--- config.mk ---
export PLATFORM = sky130hd
export DESIGN_NAME = handle_pool_allocator_flat
export DESIGN_NICKNAME = d
export VERILOG_FILES = /design/src/rtl/hpa_pkg.sv /design/src/rtl/hpa_req_if.sv /design/src/rtl/hpa_rsp_if.sv /design/src/rtl/hpa_front.sv /design/src/rtl/hpa_back.sv /design/src/rtl/handle_pool_allocator.sv /design/src/flat_wrapper.sv
export VERILOG_INCLUDE_DIRS = /design/src /design/src/rtl
export SDC_FILE = /design/constraint.sdc
export NUM_CORES = 2
export LEC_CHECK = 0
export BUFFER_PORTS_ARGS = -buffer_cell sky130_fd_sc_hd__buf_2
export CORE_MARGIN = 2
export CORE_UTILIZATION = 55
export CTS_CLUSTER_DIAMETER = 80
export DETAILED_ROUTE_END_ITERATION = 8
export GPL_ROUTABILITY_DRIVEN = 0
export MAX_ROUTING_LAYER = met4
export PLACE_DENSITY_LB_ADDON = 0.15
export SKIP_CTS_REPAIR_TIMING = 1
export SYNTH_ARGS = -nofsm -noshare
export SYNTH_HDL_FRONTEND = slang
export SYNTH_SLANG_ARGS = --single-unit
--- constraint.sdc ---
create_clock -name clk -period 7.3 [get_ports clk]
set_input_delay 0 -clock clk [delete_from_list [all_inputs] [get_ports clk]]
set_output_delay 0 -clock clk [all_outputs]
set_load 0.05 [all_outputs]
--- src/rtl/handle_pool_allocator_macros.svh ---
// ============================================================================
// handle_pool_allocator_macros
// concurrent assertion shorthands used by the allocator back end (hpa_back)
// ============================================================================
`ifndef HANDLE_POOL_ALLOCATOR_MACROS_SVH
`define HANDLE_POOL_ALLOCATOR_MACROS_SVH

// same-cycle implication, sampled on clk, off while in reset
`define HPA_ASSERT_IMP(lbl, ante, cons, msg) \
    lbl: assert property (@(posedge clk) disable iff (!rst_n) (ante) |-> (cons)) \
        else $error(msg);

// next-cycle implication
`define HPA_ASSERT_NXT(lbl, ante, cons, msg) \
    lbl: assert property (@(posedge clk) disable iff (!rst_n) (ante) |=> (cons)) \
        else $error(msg);

// condition that must never hold
`define HPA_ASSERT_NEVER(lbl, expr, msg) \
    lbl: assert property (@(posedge clk) disable iff (!rst_n) !(expr)) \
        else $error(msg);

`endif

--- src/rtl/hpa_pkg.sv ---
// ============================================================================
// hpa_pkg
// shared widths, types and codes of the handle pool allocator
// ============================================================================
`timescale 1ns / 1ps

package hpa_pkg;

    localparam int POOL_SIZE   = 64;
    localparam int HANDLE_W    = 6;
    localparam int SLOT_W      = 6;
    localparam int STATUS_W    = 2;
    localparam int IDX_W       = $clog2(POOL_SIZE);
    localparam int NEXT_W      = $clog2(POOL_SIZE + 1);

    localparam int GROUP_W     = 8;
    localparam int GRP_IDX_W   = $clog2(GROUP_W);
    localparam int NGROUP      = (POOL_SIZE + GROUP_W - 1) / GROUP_W;
    localparam int SLOT_PAD_W  = NGROUP * GROUP_W;

    localparam int QUEUE_DEPTH = 2;
    localparam int QPTR_W      = $clog2(QUEUE_DEPTH);
    localparam int QCNT_W      = $clog2(QUEUE_DEPTH + 1);

    typedef logic [IDX_W-1:0]     idx_t;
    typedef logic [NEXT_W-1:0]    next_t;
    typedef logic [HANDLE_W-1:0]  handle_t;
    typedef logic [SLOT_W-1:0]    slot_t;
    typedef logic [GRP_IDX_W-1:0] grp_idx_t;
    typedef logic [QPTR_W-1:0]    qptr_t;
    typedef logic [QCNT_W-1:0]    qcnt_t;

    typedef enum logic
    {
        KIND_ALLOC,
        KIND_RELEASE
    } kind_t;

    typedef enum logic [STATUS_W-1:0]
    {
        ST_OK,
        ST_POOL_EMPTY,
        ST_NOT_ALLOC
    } status_t;

    typedef struct packed
    {
        kind_t   kind;
        handle_t handle;
        logic    in_range;
    } cmd_t;

endpackage

--- src/rtl/hpa_req_if.sv ---
// ============================================================================
// hpa_req_if
// request channel: valid/ready with kind and handle
// ============================================================================
`timescale 1ns / 1ps

interface hpa_req_if;

    logic                          valid;
    logic                          ready;
    logic                          kind;
    logic [hpa_pkg::HANDLE_W-1:0]  handle_in;

    modport source
    (
        output valid,
        output kind,
        output handle_in,
        input  ready
    );

    modport sink
    (
        input  valid,
        input  kind,
        input  handle_in,
        output ready
    );

endinterface

--- src/rtl/hpa_rsp_if.sv ---
// ============================================================================
// hpa_rsp_if
// response channel: valid/ready with status, handle and slot
// ============================================================================
`timescale 1ns / 1ps

interface hpa_rsp_if;

    logic                          valid;
    logic                          ready;
    logic [hpa_pkg::STATUS_W-1:0]  status;
    logic [hpa_pkg::HANDLE_W-1:0]  handle_out;
    logic [hpa_pkg::SLOT_W-1:0]    slot_out;

    modport source
    (
        output valid,
        output status,
        output handle_out,
        output slot_out,
        input  ready
    );

    modport sink
    (
        input  valid,
        input  status,
        input  handle_out,
        input  slot_out,
        output ready
    );

endinterface

--- src/rtl/hpa_front.sv ---
// ============================================================================
// hpa_front
// accepts request transactions, decodes them and holds them in a short queue
// ============================================================================
`timescale 1ns / 1ps

module hpa_front
(
    input  logic            clk,
    input  logic            rst_n,
    hpa_req_if.sink         req,
    output logic            q_valid,
    input  logic            q_ready,
    output hpa_pkg::cmd_t   q_cmd
);

    hpa_pkg::cmd_t  q_mem_reg [hpa_pkg::QUEUE_DEPTH];
    hpa_pkg::qptr_t wr_ptr_reg;
    hpa_pkg::qptr_t rd_ptr_reg;
    hpa_pkg::qcnt_t count_reg;
    hpa_pkg::cmd_t  dec_cmd;
    logic           push;
    logic           pop;

    // decode
    always_comb
    begin
        dec_cmd.kind     = hpa_pkg::kind_t'(req.kind);
        dec_cmd.handle   = req.handle_in;
        dec_cmd.in_range = 32'(req.handle_in) < 32'(hpa_pkg::POOL_SIZE);
    end

    assign req.ready = count_reg != hpa_pkg::qcnt_t'(hpa_pkg::QUEUE_DEPTH);
    assign q_valid   = count_reg != '0;
    assign q_cmd     = q_mem_reg[rd_ptr_reg];
    assign push      = req.valid && req.ready;
    assign pop       = q_valid && q_ready;

    always_ff @(posedge clk)
    begin
        if (push)
        begin
            q_mem_reg[wr_ptr_reg] <= dec_cmd;
        end
    end

    always_ff @(posedge clk or negedge rst_n)
    begin
        if (!rst_n)
        begin
            wr_ptr_reg <= '0;
            rd_ptr_reg <= '0;
            count_reg  <= '0;
        end
        else
        begin
            if (push)
            begin
                wr_ptr_reg <= wr_ptr_reg + hpa_pkg::qptr_t'(1);
            end
            if (pop)
            begin
                rd_ptr_reg <= rd_ptr_reg + hpa_pkg::qptr_t'(1);
            end
            if (push && !pop)
            begin
                count_reg <= count_reg + hpa_pkg::qcnt_t'(1);
            end
            else if (pop && !push)
            begin
                count_reg <= count_reg - hpa_pkg::qcnt_t'(1);
            end
        end
    end

endmodule

--- src/rtl/hpa_back.sv ---
// ============================================================================
// hpa_back
// free-list and slot-table engine: idle reads the memories, exec commits next
// ============================================================================
`timescale 1ns / 1ps
`include "handle_pool_allocator_macros.svh"

module hpa_back
(
    input  logic            clk,
    input  logic            rst_n,
    input  logic            q_valid,
    output logic            q_ready,
    input  hpa_pkg::cmd_t   q_cmd,
    hpa_rsp_if.source       rsp
);

    typedef enum logic
    {
        S_IDLE,
        S_EXEC
    } state_t;

    state_t                             state_reg;
    hpa_pkg::cmd_t                      cmd_reg;
    hpa_pkg::next_t                     head_reg;

    // next-pointer memory, entries not yet written read as their reset chain
    hpa_pkg::next_t                     free_next_mem [hpa_pkg::POOL_SIZE];
    logic [hpa_pkg::POOL_SIZE-1:0]      fn_valid_reg;
    hpa_pkg::next_t                     fn_rd_reg;
    logic                               fn_rd_valid_reg;
    hpa_pkg::idx_t                      fn_rd_addr_reg;
    hpa_pkg::next_t                     fn_rd_data;

    hpa_pkg::idx_t                      handle_slot_mem [hpa_pkg::POOL_SIZE];
    hpa_pkg::idx_t                      hs_rd_reg;

    logic [hpa_pkg::POOL_SIZE-1:0]      slot_used_reg;
    logic [hpa_pkg::POOL_SIZE-1:0]      handle_busy_reg;

    // lowest free slot: per-group search registered, group pick in exec
    logic [hpa_pkg::SLOT_PAD_W-1:0]     slot_pad;
    logic [hpa_pkg::NGROUP-1:0]         grp_free_next;
    logic [hpa_pkg::NGROUP-1:0]         grp_free_reg;
    hpa_pkg::grp_idx_t                  grp_idx_next [hpa_pkg::NGROUP];
    hpa_pkg::grp_idx_t                  grp_idx_reg  [hpa_pkg::NGROUP];
    logic                               ff_found;
    hpa_pkg::idx_t                      ff_idx;

    logic                               rsp_valid_reg;
    hpa_pkg::status_t                   status_reg;
    hpa_pkg::handle_t                   handle_reg;
    hpa_pkg::slot_t                     slot_reg;

    logic                               pop;
    logic                               commit;
    logic                               is_alloc;
    logic                               pool_empty;
    logic                               rel_ok;
    logic                               alloc_do;
    logic                               rel_do;
    hpa_pkg::idx_t                      h_idx;
    hpa_pkg::idx_t                      rel_idx;

    assign q_ready    = state_reg == S_IDLE;
    assign pop        = q_valid && q_ready;
    assign commit     = state_reg == S_EXEC && (!rsp_valid_reg || rsp.ready);
    assign is_alloc   = cmd_reg.kind == hpa_pkg::KIND_ALLOC;
    assign h_idx      = head_reg[hpa_pkg::IDX_W-1:0];
    assign rel_idx    = hpa_pkg::idx_t'(cmd_reg.handle);
    assign pool_empty = head_reg == hpa_pkg::next_t'(hpa_pkg::POOL_SIZE) || !ff_found;
    assign rel_ok     = cmd_reg.in_range && handle_busy_reg[rel_idx];
    assign alloc_do   = commit && is_alloc && !pool_empty;
    assign rel_do     = commit && !is_alloc && rel_ok;
    assign fn_rd_data = fn_rd_valid_reg ? fn_rd_reg
                                        : hpa_pkg::next_t'(fn_rd_addr_reg) + hpa_pkg::next_t'(1);

    assign rsp.valid      = rsp_valid_reg;
    assign rsp.status     = status_reg;
    assign rsp.handle_out = handle_reg;
    assign rsp.slot_out   = slot_reg;

    // per-group first zero
    always_comb
    begin
        slot_pad                            = '1;
        slot_pad[hpa_pkg::POOL_SIZE-1:0]    = slot_used_reg;
        grp_free_next                       = '0;
        for (int g = 0; g < hpa_pkg::NGROUP; g++)
        begin
            grp_idx_next[g] = '0;
            for (int b = hpa_pkg::GROUP_W - 1; b >= 0; b--)
            begin
                if (!slot_pad[g * hpa_pkg::GROUP_W + b])
                begin
                    grp_free_next[g] = 1'b1;
                    grp_idx_next[g]  = hpa_pkg::grp_idx_t'(b);
                end
            end
        end
    end

    // lowest non-full group
    always_comb
    begin
        ff_found = 1'b0;
        ff_idx   = '0;
        for (int g = hpa_pkg::NGROUP - 1; g >= 0; g--)
        begin
            if (grp_free_reg[g])
            begin
                ff_found = 1'b1;
                ff_idx   = hpa_pkg::idx_t'(g * hpa_pkg::GROUP_W + int'(grp_idx_reg[g]));
            end
        end
    end

    always_ff @(posedge clk or negedge rst_n)
    begin
        if (!rst_n)
        begin
            grp_free_reg <= '1;
            for (int g = 0; g < hpa_pkg::NGROUP; g++)
            begin
                grp_idx_reg[g] <= '0;
            end
        end
        else
        begin
            grp_free_reg <= grp_free_next;
            grp_idx_reg  <= grp_idx_next;
        end
    end

    // memories
    always_ff @(posedge clk)
    begin
        if (rel_do)
        begin
            free_next_mem[rel_idx] <= head_reg;
        end
        if (pop)
        begin
            fn_rd_reg       <= free_next_mem[h_idx];
            fn_rd_valid_reg <= fn_valid_reg[h_idx];
            fn_rd_addr_reg  <= h_idx;
        end
    end

    always_ff @(posedge clk)
    begin
        if (alloc_do)
        begin
            handle_slot_mem[h_idx] <= ff_idx;
        end
        if (pop)
        begin
            hs_rd_reg <= handle_slot_mem[hpa_pkg::idx_t'(q_cmd.handle)];
        end
    end

    // control, state tables and response register
    always_ff @(posedge clk or negedge rst_n)
    begin
        if (!rst_n)
        begin
            state_reg       <= S_IDLE;
            cmd_reg         <= '0;
            head_reg        <= '0;
            fn_valid_reg    <= '0;
            slot_used_reg   <= '0;
            handle_busy_reg <= '0;
            rsp_valid_reg   <= 1'b0;
            status_reg      <= hpa_pkg::ST_OK;
            handle_reg      <= '0;
            slot_reg        <= '0;
        end
        else
        begin
            if (commit)
            begin
                rsp_valid_reg <= 1'b1;
            end
            else if (rsp_valid_reg && rsp.ready)
            begin
                rsp_valid_reg <= 1'b0;
            end
            case (state_reg)
                S_IDLE:
                begin
                    if (q_valid)
                    begin
                        cmd_reg   <= q_cmd;
                        state_reg <= S_EXEC;
                    end
                end
                S_EXEC:
                begin
                    if (commit)
                    begin
                        state_reg <= S_IDLE;
                        if (is_alloc)
                        begin
                            if (pool_empty)
                            begin
                                status_reg <= hpa_pkg::ST_POOL_EMPTY;
                                handle_reg <= '0;
                                slot_reg   <= '0;
                            end
                            else
                            begin
                                status_reg             <= hpa_pkg::ST_OK;
                                handle_reg             <= hpa_pkg::handle_t'(h_idx);
                                slot_reg               <= hpa_pkg::slot_t'(ff_idx);
                                head_reg               <= fn_rd_data;
                                slot_used_reg[ff_idx]  <= 1'b1;
                                handle_busy_reg[h_idx] <= 1'b1;
                            end
                        end
                        else
                        begin
                            handle_reg <= cmd_reg.handle;
                            if (!rel_ok)
                            begin
                                status_reg <= hpa_pkg::ST_NOT_ALLOC;
                                slot_reg   <= '0;
                            end
                            else
                            begin
                                status_reg                 <= hpa_pkg::ST_OK;
                                slot_reg                   <= hpa_pkg::slot_t'(hs_rd_reg);
                                slot_used_reg[hs_rd_reg]   <= 1'b0;
                                handle_busy_reg[rel_idx]   <= 1'b0;
                                fn_valid_reg[rel_idx]      <= 1'b1;
                                head_reg                   <= hpa_pkg::next_t'(rel_idx);
                            end
                        end
                    end
                end
                default:
                begin
                    state_reg <= S_IDLE;
                end
            endcase
        end
    end

    `HPA_ASSERT_NEVER(a_head_range, head_reg > hpa_pkg::next_t'(hpa_pkg::POOL_SIZE), "free list head out of range")
    `HPA_ASSERT_NXT(a_commit_rsp, commit, rsp_valid_reg && state_reg == S_IDLE, "commit without response")
    `HPA_ASSERT_NXT(a_alloc_busy, alloc_do, handle_busy_reg[$past(h_idx)], "allocated handle not busy")
    `HPA_ASSERT_NXT(a_rel_push, rel_do, !handle_busy_reg[$past(rel_idx)] && head_reg == hpa_pkg::next_t'($past(rel_idx)), "released handle not on top of list")
    `HPA_ASSERT_IMP(a_pop_idle, pop, state_reg == S_IDLE && !commit, "queue pop during commit")

endmodule

--- src/rtl/handle_pool_allocator.sv ---
// ============================================================================
// handle_pool_allocator
// fixed pool of handles with a lifo free list and a lowest-free slot table
// ============================================================================
// A request transaction is accepted into a two-entry queue whenever that
// queue has room, even while a response still waits on the output side.
// The engine then takes one request at a time and pops no new one until
// the last has committed: the idle state reads the next-pointer and
// handle-slot memories, the exec state commits the list head, the slot
// and busy tables and loads the response register once that register is
// free. Allocate returns the top free handle and the lowest free slot,
// or pool empty; release returns the handle's slot, or flags a handle that
// is not allocated. After reset the list holds handles 0 to POOL_SIZE-1 in
// order and no clearing pass is needed.
`timescale 1ns / 1ps

module handle_pool_allocator
(
    input  logic        clk,
    input  logic        rst_n,
    hpa_req_if.sink     req,
    hpa_rsp_if.source   rsp
);

    logic           q_valid;
    logic           q_ready;
    hpa_pkg::cmd_t  q_cmd;

    hpa_front u_front
    (
        .clk     (clk),
        .rst_n   (rst_n),
        .req     (req),
        .q_valid (q_valid),
        .q_ready (q_ready),
        .q_cmd   (q_cmd)
    );

    hpa_back u_back
    (
        .clk     (clk),
        .rst_n   (rst_n),
        .q_valid (q_valid),
        .q_ready (q_ready),
        .q_cmd   (q_cmd),
        .rsp     (rsp)
    );

endmodule

--- src/flat_wrapper.sv ---
// flat-port wrapper written by rule: the top's interface ports become plain ports
module handle_pool_allocator_flat 
  (clk, rst_n, req_valid, req_kind, req_handle_in, req_ready, rsp_valid, rsp_status, rsp_handle_out, rsp_slot_out, rsp_ready);
  hpa_req_if req_i ();
  hpa_rsp_if rsp_i ();
  input  logic clk;
  input  logic rst_n;
  input wire logic [$bits(req_i.valid)-1:0] req_valid;
  input wire logic [$bits(req_i.kind)-1:0] req_kind;
  input wire logic [$bits(req_i.handle_in)-1:0] req_handle_in;
  output wire logic [$bits(req_i.ready)-1:0] req_ready;
  output wire logic [$bits(rsp_i.valid)-1:0] rsp_valid;
  output wire logic [$bits(rsp_i.status)-1:0] rsp_status;
  output wire logic [$bits(rsp_i.handle_out)-1:0] rsp_handle_out;
  output wire logic [$bits(rsp_i.slot_out)-1:0] rsp_slot_out;
  input wire logic [$bits(rsp_i.ready)-1:0] rsp_ready;
  assign req_i.valid = req_valid;
  assign req_i.kind = req_kind;
  assign req_i.handle_in = req_handle_in;
  assign req_ready = req_i.ready;
  assign rsp_valid = rsp_i.valid;
  assign rsp_status = rsp_i.status;
  assign rsp_handle_out = rsp_i.handle_out;
  assign rsp_slot_out = rsp_i.slot_out;
  assign rsp_i.ready = rsp_ready;
  handle_pool_allocator u_core (.clk(clk), .rst_n(rst_n), .req(req_i), .rsp(rsp_i));
endmodule
==> Implementation_results.wiki <==
{| class="wikitable"
! Metric !! Value
|-
| Layout overhead on the synthesized area || 11.68%
|-
| H-Tree Depth || 3
|-
| Die height || 289.4 um
|-
| Main area contributors after synthesis || sky130_fd_sc_hd__edfxtp_1 58%, sky130_fd_sc_hd__dfrtp_1 14%, sky130_fd_sc_hd__mux4_2 5.0%
|-
| Peak Freq || 0.2003 GHz
|-
| Register with the most flip-flops || u_core.u_back.free_next_mem
|-
| Routed wirelength normalized by instance count || 30.20 um
|-
| Final Routed Wirelength || 121.5 mm
|-
| Chip Width || 289.4 um
|-
| Leakage power total || 17.25 nW
|-
| Post-Synthesis Net Count || 2860
|-
| RSZ-0062 raised after global routing || false
|-
| Final setup margin || 2308 ps
|-
| Layout Utilization || 62.12%
|-
| Worst reg-to-reg path cell count || 6
|-
| Slew at the pin closest to its max-slew limit || 1313 ps
|-
| Maximum number of pins on one net before global-route repair || 153
|-
| Worst hold-check path type || input pin to asynchronous set/reset pin
|-
| Worst-case vdd ir drop || 0.2724 mV
|-
| # diodes || 0
|-
| TritonCTS clock tree || yes
|-
| Number of vias per cell || 6.903
|-
| Final period demand of the worst path || 4992 ps
|-
| Combined global-route utilization of all metal layers || 30.27%
|-
| Grt ovf || 0
|-
| Master cell of the clock root buffer || sky130_fd_sc_hd__clkbuf_16
|-
| Die Outline Area || 83760 sq um
|-
| Failing checks || hold timing
|-
| Number of pins exceeding their max-slew limit in the final report || 0
|-
| List of most frequent post-synthesis cells || 866 x sky130_fd_sc_hd__edfxtp_1, 251 x sky130_fd_sc_hd__dfrtp_1, 183 x sky130_fd_sc_hd__nand2_1
|-
| Worst-Skew Late Latency || 710 ps
|-
| Floorplan Core Area || 80550 sq um
|-
| Part of the Yosys area used for sequential elements || 72.54%
|-
| Initial detailed-routing violation count || 3785
|-
| Row count || 104
|-
| Total DRC errors in the routed layout || 0
|-
| Area of the multi-input gates || 11550 sq um
|-
| DRT antenna net count || 0
|-
| Max FFs per register || 448
|-
| Max-cap violation count || 0
|-
| Library cells used by synthesis || 73
|-
| Startpoint of the lowest-slack register-to-register path || u_core.u_back.rel_idx[1]
|-
| Most used flip-flop cell after synthesis || sky130_fd_sc_hd__edfxtp_1
|-
| Io pins || 27
|-
| Leading cell type by number of instances after synthesis || sky130_fd_sc_hd__edfxtp_1
|-
| Sort of element at the start of the critical path || flop
|-
| Syn Inst Count || 2847
|-
| Proportion of netlist area held by the largest area contributor || 58.05%
|-
| Critical path fanouts, max || 22
|-
| Number of setup violations in the final report || 0
|-
| Fill cells || 5776
|-
| Antenna violations before repair || 0
|-
| Crit path arrival time || 5320 ps
|-
| Cell Count Post-Placement || 3800
|-
| Vias after detailed routing || 27760
|-
| Effective utilization at floorplan || 55.62%
|-
| Total iterations of the first detailed-routing run || 7
|-
| WHS || -58.04 ps
|-
| Leading registers by flop count || u_core.u_back.free_next_mem (448), u_core.u_back.handle_slot_mem (384)
|-
| TritonCTS Buffers || 111
|-
| FF+latch area || 32510 sq um
|-
| Bufs on Longest Clock Path || 3
|-
| Worst setup slack after placement || 2458 ps
|-
| Hpwl dp || 74.95 mm
|-
| Share of final-layout standard cells stronger than drive strength 1 || 16.17%
|-
| Total negative slack for setup checks || 0 ps
|-
| Wire length of the first global-routing pass || 180.4 mm
|-
| Fraction of the cycle the final worst path needs || 68.39%
|-
| Register-to-Register Setup Slack || 2310 ps
|-
| Count of yosys warnings during synthesis || 0
|-
| Number of clock sinks || 1125
|-
| Count of flip-flops with a built-in enable after synthesis || 866
|-
| Area leader, netlist || sky130_fd_sc_hd__edfxtp_1
|-
| Total power per unit cell area || 396.2 nW/um^2
|-
| Number of global-route vias before repair || 27280
|-
| Number of cells in the finished layout apart from fillers || 4022
|-
| Classification of the worst setup path || flop to flop
|-
| Average size of a mapped cell || 15.74 sq um
|-
| Clk pin slew, worst setup/hold paths || 60 ps
|-
| Post-layout net count || 2876
|-
| Worst reg2reg path endpoint || u_core.u_back.free_next_mem[1][2]
|-
| Critical Path Sink Type || flop
|-
| Critical path data required time || 7630 ps
|-
| Synthesis-stage register bit count || 1125
|-
| Number of buffers added on ports || 26
|-
| Status || complete, but fails checks
|-
| Worst relative slew slack || 11.76%
|-
| Final setup skew || 44.01 ps
|-
| Post-Syn Area || 44800 sq um
|-
| Fraction of registers with async set/reset || 23.02%
|-
| Count of final hold-check violations || 24
|-
| Startpoint of the most critical setup path || u_core.u_back.rel_idx[1]
|}
[metrics by stage]
stage	cell area [sq um]	hold slack [ps]	power [W]
floorplan	44800	-295.6	0.01192
global placement	46170	102.5	0.01402
detailed placement	46170	118.9	0.01409
CTS	49930	-623.3	0.01979
global route	50030	33.02	0.02048
finish	50030	-58.04	0.01982
[final cells by class]
type	count	area share (%)
timing repair buffer	102	1.520
multi-input combinational	1488	23.08
clock buffer	157	6.297
clock inverter	55	1.218
inverter	35	0.2626
sequential	1125	64.97
tap	1060	2.651
[routing by layer]
layer  wire [um]  vias to the layer above  global-route usage [%]
met1       48420                    14240                   41.89
met3       11070                      343                   4.835
met2       56870                     1692                   45.79
met4        5095                        0                   11.33
li1            -                    11480                       -
met5           0                        -                       -
[worst max-delay path: stages (launching register included)]
cell	delay (ps)
sky130_fd_sc_hd__dfrtp_1	820
sky130_fd_sc_hd__nand2_1	830
sky130_fd_sc_hd__nor2_1	400
sky130_fd_sc_hd__o31a_1	340
sky130_fd_sc_hd__o31a_2	450
sky130_fd_sc_hd__nand3_2	690
sky130_fd_sc_hd__nor3_1	1070
[worst max path at each step]
stage / endpoint / slack, ps / cells past startpoint
2_1_floorplan: u_core.u_back.slot_pad[15] / 2690 / 7
3_3_place_gp: u_core.u_back.free_next_mem[55][3] / 2800 / 6
3_5_place_dp: u_core.u_back.free_next_mem[1][6] / 2460 / 6
4_1_cts: u_core.u_back.free_next_mem[1][0] / 2420 / 6
5_1_grt: u_core.u_back.free_next_mem[1][3] / 2240 / 6
6_report: u_core.u_back.free_next_mem[1][2] / 2310 / 6
[placed cells by master, fill, tap and decap left out, types with 12 or more instances in the layout]
master                        n
sky130_fd_sc_hd__a22o_1      77
sky130_fd_sc_hd__a211oi_1    29
sky130_fd_sc_hd__nor2b_1     12
sky130_fd_sc_hd__o21bai_1    21
sky130_fd_sc_hd__mux2i_1     19
sky130_fd_sc_hd__a21o_1      24
sky130_fd_sc_hd__a22oi_1    150
sky130_fd_sc_hd__nand2b_1    30
sky130_fd_sc_hd__a31oi_1     78
sky130_fd_sc_hd__dfrtp_1    242
sky130_fd_sc_hd__nand3_1     33
sky130_fd_sc_hd__clkbuf_16  111
sky130_fd_sc_hd__o22a_1      20
sky130_fd_sc_hd__nand4_1     77
sky130_fd_sc_hd__and2_1      22
sky130_fd_sc_hd__o41ai_1     36
sky130_fd_sc_hd__edfxtp_1   866
sky130_fd_sc_hd__or3_1       14
sky130_fd_sc_hd__mux4_2     100
sky130_fd_sc_hd__buf_4       64
sky130_fd_sc_hd__a21oi_1     27
sky130_fd_sc_hd__clkbuf_8    20
sky130_fd_sc_hd__nor2_1     135
sky130_fd_sc_hd__or2_2       14
sky130_fd_sc_hd__clkinv_2    24
sky130_fd_sc_hd__mux2_2      12
sky130_fd_sc_hd__a221oi_1    58
sky130_fd_sc_hd__clkbuf_1    26
sky130_fd_sc_hd__a31o_2      12
sky130_fd_sc_hd__o21ai_0     52
sky130_fd_sc_hd__nand2_1    183
sky130_fd_sc_hd__buf_2       25
sky130_fd_sc_hd__inv_1       31
sky130_fd_sc_hd__nor3_1      38
sky130_fd_sc_hd__o211ai_1    14
[power by group]
group | leakage [nW] | internal [W] | total, W | switching, W
Sequential | 11.4 | 0.00799 | 0.00857 | 0.000581
Clock | 1.84 | 0.00326 | 0.00575 | 0.00249
Combinational | 4.02 | 0.00165 | 0.00550 | 0.00385
Total | 17.3 | 0.0129 | 0.0198 | 0.00692
[cell families (layout without fill, tap and decap cells)]
| family | Yosys count | in the layout | share of synthesized area, % |
|---|---|---|---|
| xor gates and xnor gates | 8 | 8 | 0.1564 |
| DFF | 1125 | 1125 | 72.54 |
| buffers and inverters | 234 | 349 | 2.153 |
| adders and majority gates | 2 | 2 | 0.05585 |
| AOI/OAI and AO/OA | 708 | 708 | 12.15 |
| and+or+nand+nor | 632 | 632 | 7.032 |
| muxes | 138 | 138 | 5.912 |
No activity file was read; power rests on OpenSTA's default activity.
